`src/rtl/core/kgc_pkg.sv`:
```
`default_nettype none

package kgc_pkg;

    localparam int HISTORY_DEPTH_DEF = 20;

    localparam int CFG_ADDR_W = 4;
    localparam int CFG_DATA_W = 32;
    localparam int S_DATA_W   = 48;
    localparam int M_DATA_W   = 8;
    localparam int GEST_W     = 4;
    localparam int MIN_KEYS_W = 5;
    localparam int PRESS_W    = 5;

    localparam logic [1:0] REG_TAP_LIMIT  = 2'd0;
    localparam logic [1:0] REG_LONG_PRESS = 2'd1;
    localparam logic [1:0] REG_DTAP_WIN   = 2'd2;
    localparam logic [1:0] REG_MIN_KEYS   = 2'd3;

    localparam logic [15:0] TAP_LIMIT_RST  = 16'd200;
    localparam logic [15:0] LONG_PRESS_RST = 16'd500;
    localparam logic [15:0] DTAP_WIN_RST   = 16'd500;
    localparam logic [4:0]  MIN_KEYS_RST   = 5'd3;

    localparam logic [PRESS_W-1:0] PRESS_MAX = 5'd31;

    localparam logic [GEST_W-1:0] GEST_TAP        = 4'd0;
    localparam logic [GEST_W-1:0] GEST_DOUBLE_TAP = 4'd1;
    localparam logic [GEST_W-1:0] GEST_LONG_PRESS = 4'd2;
    localparam logic [GEST_W-1:0] GEST_UP         = 4'd3;
    localparam logic [GEST_W-1:0] GEST_DOWN       = 4'd4;
    localparam logic [GEST_W-1:0] GEST_LEFT       = 4'd5;
    localparam logic [GEST_W-1:0] GEST_RIGHT      = 4'd6;
    localparam logic [GEST_W-1:0] GEST_PINCH_IN   = 4'd7;
    localparam logic [GEST_W-1:0] GEST_PINCH_OUT  = 4'd8;

    typedef struct packed {
        logic [15:0] tap_limit_ms;
        logic [15:0] long_press_ms;
        logic [15:0] double_tap_window_ms;
        logic [4:0]  min_swipe_keys;
    } cfg_t;

    typedef struct packed {
        logic capture;
        logic measure;
        logic apply;
        logic commit;
    } cmd_t;

    typedef struct packed {
        logic has_result;
        logic out_free;
    } stat_t;

    // key index 0..15 of the lowest touched key
    function automatic logic [3:0] lowest_index(input logic [15:0] bits);
        logic [3:0] idx;
        idx = 4'd0;
        for (int i = 15; i >= 0; i--) begin
            if (bits[i]) begin
                idx = 4'(i);
            end
        end
        return idx;
    endfunction

    function automatic logic is_corner(input logic [3:0] idx);
        return idx inside {4'd0, 4'd3, 4'd12, 4'd15};
    endfunction

    function automatic logic is_centre(input logic [3:0] idx);
        return idx inside {4'd5, 4'd6, 4'd9, 4'd10};
    endfunction

endpackage

`default_nettype wire

```
`src/rtl/core/kgc_regs.sv`:
```
`default_nettype none

module kgc_regs
    import kgc_pkg::*;
(
    input  wire logic                  aclk,
    input  wire logic                  aresetn,
    input  wire logic                  psel,
    input  wire logic                  penable,
    input  wire logic                  pwrite,
    input  wire logic [CFG_ADDR_W-1:0] paddr,
    input  wire logic [CFG_DATA_W-1:0] pwdata,
    output logic      [CFG_DATA_W-1:0] prdata,
    output logic                       pready,
    output cfg_t                       cfg
);

    cfg_t cfg_reg;
    logic wr_en;

    assign pready = 1'b1;
    assign wr_en  = psel & penable & pwrite;
    assign cfg    = cfg_reg;

    always_ff @(posedge aclk) begin
        if (!aresetn) begin
            cfg_reg.tap_limit_ms         <= TAP_LIMIT_RST;
            cfg_reg.long_press_ms        <= LONG_PRESS_RST;
            cfg_reg.double_tap_window_ms <= DTAP_WIN_RST;
            cfg_reg.min_swipe_keys       <= MIN_KEYS_RST;
        end else if (wr_en) begin
            case (paddr[3:2])
                REG_TAP_LIMIT:  cfg_reg.tap_limit_ms         <= pwdata[15:0];
                REG_LONG_PRESS: cfg_reg.long_press_ms        <= pwdata[15:0];
                REG_DTAP_WIN:   cfg_reg.double_tap_window_ms <= pwdata[15:0];
                REG_MIN_KEYS:   cfg_reg.min_swipe_keys       <= pwdata[4:0];
                default: ;
            endcase
        end
    end

    always_comb begin
        case (paddr[3:2])
            REG_TAP_LIMIT:  prdata = {16'd0, cfg_reg.tap_limit_ms};
            REG_LONG_PRESS: prdata = {16'd0, cfg_reg.long_press_ms};
            REG_DTAP_WIN:   prdata = {16'd0, cfg_reg.double_tap_window_ms};
            REG_MIN_KEYS:   prdata = {27'd0, cfg_reg.min_swipe_keys};
            default:        prdata = '0;
        endcase
    end

endmodule

`default_nettype wire

```
`src/rtl/core/kgc_ctrl.sv`:
```
`default_nettype none

module kgc_ctrl
    import kgc_pkg::*;
(
    input  wire logic  aclk,
    input  wire logic  aresetn,
    input  wire logic  s_tvalid,
    output logic       s_tready,
    input  wire stat_t stat,
    output cmd_t       cmd
);

    typedef enum logic [3:0] {
        S_IDLE    = 4'b0001,
        S_MEASURE = 4'b0010,
        S_APPLY   = 4'b0100,
        S_CHECK   = 4'b1000
    } state_t;

    state_t state_reg;
    state_t state_next;
    logic   done;

    assign s_tready = (state_reg == S_IDLE);
    assign done     = !stat.has_result || stat.out_free;

    assign cmd.capture = (state_reg == S_IDLE) && s_tvalid;
    assign cmd.measure = (state_reg == S_MEASURE);
    assign cmd.apply   = (state_reg == S_APPLY);
    assign cmd.commit  = (state_reg == S_CHECK) && done;

    always_comb begin
        state_next = state_reg;
        case (state_reg)
            S_IDLE:    if (s_tvalid) state_next = S_MEASURE;
            S_MEASURE: state_next = S_APPLY;
            S_APPLY:   state_next = S_CHECK;
            S_CHECK:   if (done) state_next = S_IDLE;
            default:   state_next = S_IDLE;
        endcase
    end

    always_ff @(posedge aclk) begin
        if (!aresetn) begin
            state_reg <= S_IDLE;
        end else begin
            state_reg <= state_next;
        end
    end

endmodule

`default_nettype wire

```
`src/rtl/core/kgc_dp.sv`:
```
`default_nettype none

module kgc_dp
    import kgc_pkg::*;
#(
    parameter int HISTORY_DEPTH = HISTORY_DEPTH_DEF
) (
    input  wire logic                aclk,
    input  wire logic                aresetn,
    input  wire cmd_t                cmd,
    output stat_t                    stat,
    input  wire cfg_t                cfg,
    input  wire logic [S_DATA_W-1:0] s_tdata,
    output logic                     m_tvalid,
    input  wire logic                m_tready,
    output logic      [M_DATA_W-1:0] m_tdata
);

    localparam int SLOT_W = (HISTORY_DEPTH > 1) ? $clog2(HISTORY_DEPTH) : 1;
    localparam int FILL_W = $clog2(HISTORY_DEPTH + 1);
    localparam int CMP_W  = (FILL_W > MIN_KEYS_W) ? FILL_W : MIN_KEYS_W;
    localparam logic [SLOT_W-1:0] SLOT_LAST = SLOT_W'(HISTORY_DEPTH - 1);
    localparam logic [FILL_W-1:0] FILL_FULL = FILL_W'(HISTORY_DEPTH);

    logic [15:0]        bits_reg;
    logic [31:0]        now_reg;
    logic [15:0]        prev_reg;
    logic [31:0]        start_reg;
    logic [31:0]        last_tap_reg;
    logic               lp_done_reg;
    logic [SLOT_W-1:0]  slot_reg;
    logic [FILL_W-1:0]  fill_reg;
    logic [PRESS_W-1:0] press_reg;
    logic [3:0]         first_reg;
    logic [3:0]         last_reg;

    logic               changed_reg;
    logic               rel_valid_reg;
    logic [GEST_W-1:0]  rel_code_reg;
    logic               tap_upd_reg;
    logic [31:0]        tap_val_reg;
    logic               pend_valid_reg;
    logic [GEST_W-1:0]  pend_code_reg;

    logic               out_valid_reg;
    logic [GEST_W-1:0]  out_code_reg;

    logic [31:0]        held;
    logic [31:0]        gap;
    logic [31:0]        hold_now;
    logic               held_lt_tap;
    logic               gap_lt_win;
    logic [3:0]         key_idx;
    logic signed [2:0]  dr;
    logic signed [2:0]  dc;
    logic [2:0]         ar;
    logic [2:0]         ac;
    logic               rel_valid;
    logic [GEST_W-1:0]  rel_code;
    logic               tap_upd;
    logic [31:0]        tap_val;
    logic               long_press;
    logic               out_free;

    assign held        = now_reg - start_reg;
    assign gap         = now_reg - last_tap_reg;
    assign held_lt_tap = held < {16'd0, cfg.tap_limit_ms};
    assign gap_lt_win  = gap < {16'd0, cfg.double_tap_window_ms};
    assign key_idx     = lowest_index(bits_reg);

    assign dr = $signed({1'b0, last_reg[3:2]}) - $signed({1'b0, first_reg[3:2]});
    assign dc = $signed({1'b0, last_reg[1:0]}) - $signed({1'b0, first_reg[1:0]});
    assign ar = dr[2] ? 3'(-dr) : 3'(dr);
    assign ac = dc[2] ? 3'(-dc) : 3'(dc);

    always_comb begin
        rel_valid = 1'b0;
        rel_code  = GEST_TAP;
        tap_upd   = 1'b0;
        tap_val   = now_reg;
        if (fill_reg == '0) begin
            rel_valid = 1'b0;
        end else if (fill_reg == FILL_W'(1)) begin
            rel_valid = 1'b1;
            if (held_lt_tap) begin
                tap_upd = 1'b1;
                if (gap_lt_win) begin
                    rel_code = GEST_DOUBLE_TAP;
                    tap_val  = '0;
                end
            end
        end else if (CMP_W'(fill_reg) < CMP_W'(cfg.min_swipe_keys)) begin
            rel_valid = 1'b0;
        end else if (is_corner(first_reg) && is_centre(last_reg)) begin
            rel_valid = 1'b1;
            rel_code  = GEST_PINCH_IN;
        end else if (is_centre(first_reg) && is_corner(last_reg)) begin
            rel_valid = 1'b1;
            rel_code  = GEST_PINCH_OUT;
        end else if (ar > ac) begin
            rel_valid = 1'b1;
            rel_code  = dr[2] ? GEST_UP : GEST_DOWN;
        end else if (ac > ar) begin
            rel_valid = 1'b1;
            rel_code  = dc[2] ? GEST_LEFT : GEST_RIGHT;
        end
    end

    assign hold_now   = now_reg - start_reg;
    assign long_press = (bits_reg != '0) && !lp_done_reg
                        && (hold_now > {16'd0, cfg.long_press_ms})
                        && (press_reg == PRESS_W'(1));

    assign out_free        = !out_valid_reg || m_tready;
    assign stat.has_result = pend_valid_reg || long_press;
    assign stat.out_free   = out_free;

    assign m_tvalid = out_valid_reg;
    assign m_tdata  = {{(M_DATA_W-GEST_W){1'b0}}, out_code_reg};

    // hold the item and the release decision
    always_ff @(posedge aclk) begin
        if (cmd.capture) begin
            bits_reg <= s_tdata[15:0];
            now_reg  <= s_tdata[47:16];
        end
        if (cmd.measure) begin
            changed_reg   <= (bits_reg != prev_reg);
            rel_valid_reg <= rel_valid;
            rel_code_reg  <= rel_code;
            tap_upd_reg   <= tap_upd;
            tap_val_reg   <= tap_val;
        end
        if (cmd.apply) begin
            pend_code_reg <= rel_code_reg;
            if (changed_reg && bits_reg != '0) begin
                if (slot_reg == '0) begin
                    first_reg <= key_idx;
                end
                if (fill_reg != FILL_FULL || slot_reg == SLOT_LAST) begin
                    last_reg <= key_idx;
                end
            end
        end
        if (cmd.commit && stat.has_result) begin
            out_code_reg <= long_press ? GEST_LONG_PRESS : pend_code_reg;
        end
    end

    always_ff @(posedge aclk) begin
        if (!aresetn) begin
            prev_reg       <= '0;
            start_reg      <= '0;
            last_tap_reg   <= '0;
            lp_done_reg    <= 1'b0;
            slot_reg       <= '0;
            fill_reg       <= '0;
            press_reg      <= '0;
            pend_valid_reg <= 1'b0;
            out_valid_reg  <= 1'b0;
        end else begin
            if (cmd.commit && stat.has_result) begin
                out_valid_reg <= 1'b1;
            end else if (m_tready) begin
                out_valid_reg <= 1'b0;
            end
            if (cmd.apply) begin
                if (changed_reg) begin
                    prev_reg <= bits_reg;
                    if (bits_reg != '0) begin
                        if (prev_reg == '0) begin
                            start_reg   <= now_reg;
                            lp_done_reg <= 1'b0;
                        end
                        slot_reg <= (slot_reg == SLOT_LAST) ? '0 : slot_reg + SLOT_W'(1);
                        if (fill_reg != FILL_FULL) begin
                            fill_reg <= fill_reg + FILL_W'(1);
                        end
                        if (press_reg != PRESS_MAX) begin
                            press_reg <= press_reg + PRESS_W'(1);
                        end
                    end else begin
                        if (!lp_done_reg) begin
                            pend_valid_reg <= rel_valid_reg;
                            if (tap_upd_reg) begin
                                last_tap_reg <= tap_val_reg;
                            end
                        end
                        slot_reg  <= '0;
                        fill_reg  <= '0;
                        press_reg <= '0;
                    end
                end
            end
            if (cmd.commit) begin
                pend_valid_reg <= 1'b0;
                if (long_press) begin
                    lp_done_reg <= 1'b1;
                end
            end
        end
    end

    a_fill_bound: assert property (@(posedge aclk) disable iff (!aresetn)
        fill_reg <= FILL_FULL)
        else $error("history fill count beyond depth");

    a_empty_map_empty_ring: assert property (@(posedge aclk) disable iff (!aresetn)
        (prev_reg == '0) == (fill_reg == '0))
        else $error("ring fill disagrees with key map");

    a_press_follows_fill: assert property (@(posedge aclk) disable iff (!aresetn)
        (press_reg == '0) == (fill_reg == '0))
        else $error("press count disagrees with ring fill");

    a_commit_no_overrun: assert property (@(posedge aclk) disable iff (!aresetn)
        cmd.commit && stat.has_result |-> out_free)
        else $error("result loaded over an untaken item");

endmodule

`default_nettype wire

```
`src/rtl/core/keypad_gesture_classifier.sv`:
```
`default_nettype none

// Keypad gesture classifier. Takes one scan per item (touched-key map and
// millisecond timestamp) and gives at most one gesture item per scan. Each
// scan passes in turn through capture, measure (timing compares and the
// release classification), apply (state update) and check (long press, then
// load of the output register). The check step stretches only while a new
// gesture waits for the previous one to be taken at the output. The key
// history is kept as its first and last slot plus a fill count, so release
// needs no walk over the ring. Registers: tap_limit_ms at 0x0,
// long_press_ms at 0x4, double_tap_window_ms at 0x8, min_swipe_keys at 0xC.
module keypad_gesture_classifier
    import kgc_pkg::*;
#(
    parameter int HISTORY_DEPTH = HISTORY_DEPTH_DEF
) (
    input  wire logic                  aclk,
    input  wire logic                  aresetn,
    input  wire logic                  s_tvalid,
    output logic                       s_tready,
    input  wire logic [S_DATA_W-1:0]   s_tdata,   // touch_bits[15:0], now_ms[47:16]
    output logic                       m_tvalid,
    input  wire logic                  m_tready,
    output logic      [M_DATA_W-1:0]   m_tdata,   // gesture[3:0]
    input  wire logic                  psel,
    input  wire logic                  penable,
    input  wire logic                  pwrite,
    input  wire logic [CFG_ADDR_W-1:0] paddr,
    input  wire logic [CFG_DATA_W-1:0] pwdata,
    output logic      [CFG_DATA_W-1:0] prdata,
    output logic                       pready
);

    cfg_t  cfg;
    cmd_t  cmd;
    stat_t stat;

    kgc_regs u_regs (
        .aclk    (aclk),
        .aresetn (aresetn),
        .psel    (psel),
        .penable (penable),
        .pwrite  (pwrite),
        .paddr   (paddr),
        .pwdata  (pwdata),
        .prdata  (prdata),
        .pready  (pready),
        .cfg     (cfg)
    );

    kgc_ctrl u_ctrl (
        .aclk     (aclk),
        .aresetn  (aresetn),
        .s_tvalid (s_tvalid),
        .s_tready (s_tready),
        .stat     (stat),
        .cmd      (cmd)
    );

    kgc_dp #(
        .HISTORY_DEPTH (HISTORY_DEPTH)
    ) u_dp (
        .aclk     (aclk),
        .aresetn  (aresetn),
        .cmd      (cmd),
        .stat     (stat),
        .cfg      (cfg),
        .s_tdata  (s_tdata),
        .m_tvalid (m_tvalid),
        .m_tready (m_tready),
        .m_tdata  (m_tdata)
    );

endmodule

`default_nettype wire
```
`config.mk`:
```
export PLATFORM = sky130hd
export DESIGN_NAME = keypad_gesture_classifier
export DESIGN_NICKNAME = d
export VERILOG_FILES = /design/src/rtl/core/kgc_pkg.sv /design/src/rtl/core/kgc_regs.sv /design/src/rtl/core/kgc_ctrl.sv /design/src/rtl/core/kgc_dp.sv /design/src/rtl/core/keypad_gesture_classifier.sv
export SDC_FILE = /design/constraint.sdc
export NUM_CORES = 1
export LEC_CHECK = 0
export BUFFER_PORTS_ARGS = -buffer_cell sky130_fd_sc_hd__buf_2
export CORE_MARGIN = 2
export CORE_UTILIZATION = 40
export CTS_CLUSTER_SIZE = 40
export DETAILED_ROUTE_END_ITERATION = 10
export HOLD_SLACK_MARGIN = 0.12
export PLACE_DENSITY = 0.66
export SYNTH_ARGS = -nofsm -noshare
export SYNTH_HDL_FRONTEND = slang
export SYNTH_SLANG_ARGS = --single-unit
```
`constraint.sdc`:
```
create_clock -name aclk -period 6.4 [get_ports aclk]
set_input_delay 0.32 -clock aclk [delete_from_list [all_inputs] [get_ports aclk]]
set_output_delay 0.32 -clock aclk [all_outputs]
set_load 0.02 [all_outputs]
```
==> impl_metrics.toml, run 1 <==
[status]
status = "complete, no violations"

[cts]
clock_sinks = 258
clk_latency_ns = 0.57
htreeDepth = 1
numCtsBuffers = 31
cts_setup_buffers = 0
clockBufferDepth = 3
postCtsHoldBufs = 66
clkTransAtPathRegs_ns = 0.06
post_cts_resized = 0
cts_root_buf = "clkbuf_16"
cts_tree = "built"

[place]
io_buffers = 94
routabilityCongestion = 0.8831
dp_hpwl_mm = 29.75
dpl_cell_area_um2 = 16950

[floorplanning]
core_region_area_um2 = 39640
die_y_um = 204.3
io_pins = 134
dieArea_um2 = 41750
initial_utilization_pct = 40.50
die_w_um = 204.3
rows = 73

[drt]
vias = 13070
ant_nets = 0
wl_met1_mm = 18.78
routedWlPerCell_um = 16.08
met2_length_mm = 18.14
highest_layer = "met4"
wirelength_mm = 39.93
drc = 0
route.met3.wl_mm = 2.075
drt_iter0_markers = 767
dr.pass1.iters = 5
vias_per_cell = 5.262

[layout]
layout_common_cells = "270 x nand2_1, 155 x dfxtp_1, 152 x inv_1, 127 x ha_1, 103 x edfxtp_1"
fin_area_um2 = 18650
layout_commonest_cell = "nand2_1"
nets = 2157
area_delta_synth_final_pct = 16.17
fillers = 3814
antenna_cells = 0
drive_gt1_share_pct = 9.448
largest_reg_flops = 53

[worst_setup_path]
slowest_delay_ns = 0.46
start_kind = "flip-flop"
critPathCaptureType = "flip-flop"
crit_type = "flip-flop to flip-flop"
critPathTopFamily = "compound AO/OA/AOI/OAI gates"
critPathBufInv = 1
critical_path.max_fanout = 32
slowest_stage = "edfxtp_1"
worstPathCellList = "ha_1, a211o_1, a21oi_1, a21oi_1, or2_2, and2_1, o21ai_0, nor3b_1, nor2_1, ha_1, a21o_1, a21oi_1, o22ai_1, nor3_1, o2111ai_1, a221oi_1, nand3_1, a2111o_1, nor4_4, buf_12, nor2b_1"
crit_arrival_ns = 5.75
cp_common_cell = "a21oi_1"
required_ns = 6.71
r2r_slack_ns = 0.96

[synth]
yosysWarnings = 0
synth_cell_types = 74
synthArstFlopShare_pct = 0
synth-edff-count = 103
syn_area_um2 = 16050
ys_ff_latch = 258
yosysSeqAreaShare_pct = 38.60
synthFlopType = "dfxtp_1"
syn_area_per_cell_um2 = 8.913
synthCells = 1801

[pwr]
totalPowerFinal_mw = 4.270
p_per_area_nw_per_um2 = 229.0
p_leak_nw = 7.034
ir_drop_uv = 185.1

[global_route]
gr-total-overflow = 0
grt_max_degree = 81
grt_pass1_vias = 12380
grt_first_pass_wirelength_mm = 64.09
grt_usage_pct = 18.99
antenna_found_initial = 0

[timing]
hold_violations = 0
fmax_mhz = 183.9
finalSetupViolCount = 0
max_slew_margin_pct = 14.67
whs_ns = 0.2968
rsz0062_at_grt = "false"
drv_slew = 0
worst-slew-pin-transition_ns = 1.279
tns_ns = 0
fin_skew_ns = 0.01761
fin_crit_sh_pct = 84.96
period_minus_slack_ns = 5.438

[hold_path]
hold_path.class = "input port to flip-flop"

[flow_run]
maxCapViolations = 0
## metrics by stage
step                      std cells  worst slack, ns  util (%)
after floorplan                1820            1.286         -
after global placement         2361            1.070     42.77
after detailed placement       2361           0.9689     42.77
after CTS                      2483           0.9683     47.05
after global routing           2483           0.5495     47.05
final                          2483           0.9624     47.05
## layer usage
layer  up-vias  track usage, %
met5         -               0
met4         0           4.607
met3        49           2.822
met2       312           31.21
met1      6109           26.21
li1       6595               -
## kinds of logic after synthesis
| logic type | share of synthesized area [%] |
|---|---|
| adder cells (fa/ha/maj) | 10.40 |
| XOR/XNOR | 3.437 |
| multiplexers | 4.209 |
| flip-flops | 38.60 |
| other | 0.04678 |
| AO/OA/AOI/OAI | 18.37 |
| AND/OR/NAND/NOR | 18.71 |
| buffers and inverters | 6.228 |
## cell usage after synthesis, types with 21 or more instances
master / n / area [um2]
a21boi_0: 89 / 668.1
a21o_1: 47 / 352.8
a21oi_1: 80 / 400.4
and2_1: 21 / 131.4
buf_4: 22 / 165.2
clkbuf_1: 57 / 214.0
dfxtp_1: 155 / 3103
edfxtp_1: 103 / 3093
ha_1: 127 / 1589
inv_1: 152 / 570.6
mux2i_1: 54 / 540.5
nand2_1: 270 / 1013
nand3_1: 39 / 195.2
nand4_1: 25 / 156.4
nor2_1: 72 / 270.3
nor2b_1: 79 / 494.2
nor3_1: 27 / 135.1
o211ai_1: 25 / 187.7
o21ai_0: 58 / 290.3
xnor2_1: 30 / 262.8
xor2_1: 33 / 289.0
## where the power goes
part	switching [mW]	internal (mW)	total [mW]
clock	0.695	1.09	1.78
sequential	0.0450	1.76	1.80
combinational	0.393	0.293	0.686
## area by class of cell
cell class	count	area, um2	area share (%)
multi-input combinational	1320	8954	48.01
sequential	258	6196	33.22
timing repair buffer	172	1236	6.629
inverter	152	570.5	3.059
clock inverter	13	142.6	0.7648
tap	525	656.9	3.522
clock buffer	43	893.4	4.790
## path summary, 6_finish.rpt
check / start / to / cells after the start
setup / recovery: u_dp.now_reg[6]$_DFFE_PP_ / u_dp.tap_val_reg[15]$_DFFE_PN_ / 21
hold / removal: aresetn / u_ctrl.state_reg[2]$_SDFFE_PN0P_ / 2
setup reg to reg: u_dp.now_reg[6]$_DFFE_PP_ / u_dp.tap_val_reg[15]$_DFFE_PN_ / 21
hold reg to reg: u_dp.rel_code_reg[3]$_SDFFCE_PP0N_ / u_dp.pend_code_reg[3]$_DFFE_PP_ / 0
(Power assumes the default switching activity.)
==> inputs of run 2 (changes only) <==
--- a/config.mk
+++ b/config.mk
@@ -11,7 +11,7 @@
 export CTS_CLUSTER_SIZE = 40
 export DETAILED_ROUTE_END_ITERATION = 10
 export HOLD_SLACK_MARGIN = 0.12
-export PLACE_DENSITY = 0.66
+export PLACE_DENSITY = 0.68
 export SYNTH_ARGS = -nofsm -noshare
 export SYNTH_HDL_FRONTEND = slang
 export SYNTH_SLANG_ARGS = --single-unit
==> constraint.sdc (replaced) <==
create_clock -name aclk -period 4.35 [get_ports aclk]
set_input_delay 0.2175 -clock aclk [delete_from_list [all_inputs] [get_ports aclk]]
set_output_delay 0.2175 -clock aclk [all_outputs]
set_load 0.02 [all_outputs]
==> impl_metrics.toml, run 2 (synthesis gave the netlist of run 1 again) <==
[status]
status = "complete, but fails checks"
violations = "setup timing"

[cts]
clock_sinks = 258
cts_tree = "built"
htreeDepth = 1
clockBufferDepth = 3
clk_latency_ns = 0.59
numCtsBuffers = 30
clkTransAtPathRegs_ns = 0.06
cts_root_buf = "clkbuf_16"

[drt]
wirelength_mm = 44.45
dr.pass1.iters = 6
routedWlPerCell_um = 16.84
ant_nets = 0
drt_iter0_markers = 966
drc = 0
vias = 13980
vias_per_cell = 5.294

[timing]
rsz0062_at_grt = "true"
max_slew_margin_pct = 30.63
hold_violations = 0
finalSetupViolCount = 33
fin_crit_sh_pct = 106.7
period_minus_slack_ns = 4.641
drv_slew = 0
whs_ns = 0.2942
fin_ws_ns = -0.2911
worst-slew-pin-transition_ns = 1.039
fin_skew_ns = 0.03637
fmax_mhz = 215.5

[layout]
drive_gt1_share_pct = 18.25
area_delta_synth_final_pct = 25.64
layout_common_cells = "270 x nand2_1, 163 x buf_4, 154 x dfxtp_1, 151 x inv_1, 118 x ha_1"
antenna_cells = 0
largest_reg_flops = 53
layout_commonest_cell = "nand2_1"
nets = 2314
fillers = 3687

[pwr]
ir_drop_uv = 274.0
p_leak_nw = 7.877
p_per_area_nw_per_um2 = 320.0
totalPowerFinal_mw = 6.454

[floorplanning]
dieArea_um2 = 41750
core_region_area_um2 = 39640
initial_utilization_pct = 40.50
die_w_um = 204.3
rows = 73
io_pins = 134
die_y_um = 204.3

[global_route]
grt_usage_pct = 20.86
grt_first_pass_wirelength_mm = 70.14
grt_pass1_vias = 13590
grt_max_degree = 108
gr-total-overflow = 0
antenna_found_initial = 0

[worst_setup_path]
required_ns = 4.66
critPathCaptureType = "flip-flop"
critical_path.max_fanout = 7
crit_type = "flip-flop to flip-flop"
crit_arrival_ns = 4.95
r2r_slack_ns = -0.29
start_kind = "flip-flop"

[flow_run]
maxCapViolations = 0

[place]
dp_hpwl_mm = 32.48
routabilityCongestion = 0.9417
io_buffers = 94

[hold_path]
hold_path.class = "input port to flip-flop"
[run 2: final cells by class]
class | count | area, um2 | area share [%]
multi-input cells | 1320 | 9266 | 45.95
clock buffers | 43 | 879.6 | 4.361
inverters | 152 | 570.5 | 2.829
well taps | 525 | 656.9 | 3.257
flip-flops and latches | 258 | 6197 | 30.73
clock inverters | 12 | 131.4 | 0.6514
repair buffers | 330 | 2466 | 12.23
[run 2: worst paths after layout]
path,depth (start not counted),start,end
setup / recovery,23,u_dp.now_reg[6]$_DFFE_PP_,u_dp.tap_val_reg[30]$_DFFE_PN_
hold reg to reg,0,u_dp.rel_code_reg[1]$_SDFFCE_PP0N_,u_dp.pend_code_reg[1]$_DFFE_PP_
setup reg to reg,23,u_dp.now_reg[6]$_DFFE_PP_,u_dp.tap_val_reg[30]$_DFFE_PN_
hold / removal,3,aresetn,u_dp.lp_done_reg$_SDFF_PN0_
[run 2: timing repair]
action                     in CTS  in global routing
resized for setup              20                 42
setup endpoints to repair      39                 45
pin swaps                      20                 23
buffers inserted               12                 15
hold endpoints to repair      106                  0
hold buffers                   66                  0
cloned                          2                  1
[run 2: where the power goes]
group          leakage [nW]  total, mW  internal, mW  switching, mW
clock network         0.490       2.56          1.52           1.04
registers              2.22       2.65          2.59         0.0648
logic                  5.17       1.25         0.591          0.657
total                  7.88       6.45          4.70           1.76
[run 2: metrics by stage]
stage / setup slack (ns) / setup TNS, ns / util [%] / cells / area [um2]
after floorplan: -0.05057 / -1.440 / - / 1820 / 16180
after global placement: -0.3528 / -11.38 / 45.36 / 2491 / 17980
after detailed placement: -0.4282 / -13.89 / 45.36 / 2491 / 17980
after CTS: -0.2097 / -5.841 / 50.21 / 2626 / 19900
after global routing: -0.5612 / -18.12 / 50.88 / 2640 / 20170
final: -0.2911 / -7.662 / 50.88 / 2640 / 20170
[run 2: per-layer routing]
metal	vias up	global-route usage [%]	wire length, um
met1	6614	27.85	20220
li1	6913	-	-
met4	0	7.143	1530
met5	-	0	0
met2	370	34.75	20510
met3	80	2.695	2193
[run 2: worst max-delay path, stage by stage, from the launching register on]
cell       delay [ns]
edfxtp_1         0.43
ha_4             0.24
a211o_1          0.26
a21oi_2          0.18
a21oi_4          0.09
or2_4            0.24
and2_4           0.14
o21ai_1          0.09
nor3b_2          0.15
nor2_1           0.06
ha_1             0.31
a21o_1           0.17
a21oi_2          0.13
o22ai_2          0.09
nor3_2           0.18
o2111ai_1        0.13
a221oi_1         0.23
nand3_1          0.10
a2111o_1         0.42
nor4_4           0.27
buf_6            0.16
buf_12           0.10
buf_12           0.12
nor2b_1          0.05
==> inputs of run 3 (changes only) <==
--- a/config.mk
+++ b/config.mk
@@ -12,6 +12,7 @@
 export DETAILED_ROUTE_END_ITERATION = 10
 export HOLD_SLACK_MARGIN = 0.12
 export PLACE_DENSITY = 0.68
+export REMOVE_ABC_BUFFERS = 1
 export SYNTH_ARGS = -nofsm -noshare
 export SYNTH_HDL_FRONTEND = slang
 export SYNTH_SLANG_ARGS = --single-unit
==> impl_metrics.toml, run 3 (synthesis gave the netlist of run 1 again) <==
[pwr]
p_per_area_nw_per_um2 = 320.9
ir_drop_uv = 260.5
p_leak_nw = 7.874
totalPowerFinal_mw = 6.480

[place]
routabilityCongestion = 0.8996
dp_hpwl_mm = 32.99
place_ws_ns = -0.5279
dpl_cell_area_um2 = 17970
post-place-cells = 2498
io_buffers = 94

[status]
status = "complete, but fails checks"
violations = "setup timing"

[cts]
htreeDepth = 1
cts_tree = "built"
clk_latency_ns = 0.58
clkTransAtPathRegs_ns = 0.06
numCtsBuffers = 31
clockBufferDepth = 3
cts_root_buf = "clkbuf_16"
clock_sinks = 258

[layout]
drive_gt1_share_pct = 18.19
fillers = 3620
layout_commonest_cell = "nand2_1"
area_delta_synth_final_pct = 25.79
nets = 2314
multiInputGateArea_um2 = 9228
layout_common_cells = "269 x nand2_1, 159 x buf_4, 155 x dfxtp_1, 152 x inv_1, 121 x ha_1"
largest_reg_flops = 53
fin_area_um2 = 20190
final-seq-area_um2 = 6196
post-route-util_pct = 50.94
stdcell_count = 2643

[timing]
fmax_mhz = 221.1
fin_crit_sh_pct = 104.0
drv_slew = 0
worst-slew-pin-transition_ns = 1.037
rsz0062_at_grt = "true"
max_slew_margin_pct = 30.80
hold_violations = 0
finalSetupViolCount = 33
whs_ns = 0.2124
period_minus_slack_ns = 4.522
tns_ns = -4.663
fin_ws_ns = -0.1722
fin_skew_ns = 0.01913

[drt]
vias_per_cell = 5.313
routedWlPerCell_um = 17.01
vias = 14040
dr.pass1.iters = 7
drc = 0
wirelength_mm = 44.95
ant_nets = 0
drt_iter0_markers = 748

[worst_setup_path]
start_kind = "flip-flop"
slowest_stage = "edfxtp_1"
worstReg2RegEnd = "u_dp.tap_val_reg[6]$_DFFE_PN_"
critical_path_depth = 23
critPathCaptureType = "flip-flop"
rr_worst_depth = 23
crit_arrival_ns = 4.85
critPathBufInv = 3
critical_path.max_fanout = 5
timing.rr.start = "u_dp.now_reg[1]$_DFFE_PP_"
worstPathCellList = "ha_1, nor2b_4, o2111ai_4, a21oi_2, or2_4, and2_4, o21ai_1, nor3b_2, nor2_1, ha_1, a21o_1, a21oi_2, o22ai_2, nor3_2, o2111ai_1, a221oi_2, nand3_1, a2111o_1, nor4_4, buf_6, buf_12, buf_12, nor2b_1"
crit_start = "u_dp.now_reg[1]$_DFFE_PP_"
crit_type = "flip-flop to flip-flop"
slowest_delay_ns = 0.41
required_ns = 4.68
r2r_slack_ns = -0.17
critPathTopFamily = "compound AO/OA/AOI/OAI gates"

[floorplanning]
dieArea_um2 = 41750
initial_utilization_pct = 40.50
io_pins = 134
core_region_area_um2 = 39640
rows = 73
die_w_um = 204.3
die_y_um = 204.3

[flow_run]
maxCapViolations = 0

[global_route]
gr-total-overflow = 0
grt_usage_pct = 21.42
grt_pass1_vias = 14010
antenna_found_initial = 0
grt_first_pass_wirelength_mm = 72.13
grt_max_degree = 92

[hold_path]
hold-path-endpoint = "u_regs.cfg[0]$_SDFFE_PN1P_"
hold_path.class = "input port to flip-flop"
hold_depth = 2
hp-start = "aresetn"
[run 3: cell types whose count changed in the layout (fill, tap and decap cells not counted), sizes merged]
cell | before | now
buf | 264 | 263
clkbuf | 43 | 42
clkinv | 7 | 9
clkinvlp | 3 | 1
diode | 0 | 1
inv | 152 | 156
[run 3: metal layers]
layer	global-route usage [%]	wire length, um	vias up
met3	2.854	2025	68
li1	-	-	6912
met5	0	0	-
met1	27.23	19710	6726
met2	37.97	22090	337
met4	5.797	1126	0
[run 3: what timing repair did]
item	4_1_cts	5_1_grt
endpoints found under the setup margin	41	45
gates cloned	3	0
buffers inserted	10	10
endpoints found under the hold margin	106	0
pin swaps	27	10
hold buffers	66	0
gates resized for setup	57	15
[run 3: cell type report]
type	count	area share [%]
diodes	1	0.01239
repair buffers	329	12.45
clock buffers	42	4.356
clock inverters	16	0.7188
flip-flops and latches	258	30.68
multi-input cells	1320	45.70
inverters	152	2.825
well taps	525	3.253
[run 3: worst max-delay path by stage]
stage	end
final	u_dp.tap_val_reg[6]$_DFFE_PN_
after global routing	u_dp.tap_val_reg[27]$_DFFE_PN_
after CTS	u_dp.tap_val_reg[6]$_DFFE_PN_
after detailed placement	u_dp.tap_val_reg[24]$_DFFE_PN_
after global placement	u_dp.tap_val_reg[22]$_DFFE_PN_
after floorplan	u_dp.changed_reg$_DFFE_PN_
[run 3: where the power goes]
group          leakage [nW]  internal [mW]  switching [mW]
sequential             2.22           2.58          0.0601
combinational          5.15          0.580           0.661
clock                 0.504           1.54            1.06
total                  7.87           4.70            1.78
[run 3: worst reg2reg max path: cells and delay by family, from the launching register on]
| kind | cells | cell delay (ns) |
|---|---|---|
| AND/OR/NAND/NOR | 9 | 1.27 |
| adder cells (fa/ha/maj) | 2 | 0.61 |
| flip-flops | 1 | 0.41 |
| buffers and inverters | 3 | 0.39 |
| AO/OA/AOI/OAI | 9 | 1.58 |
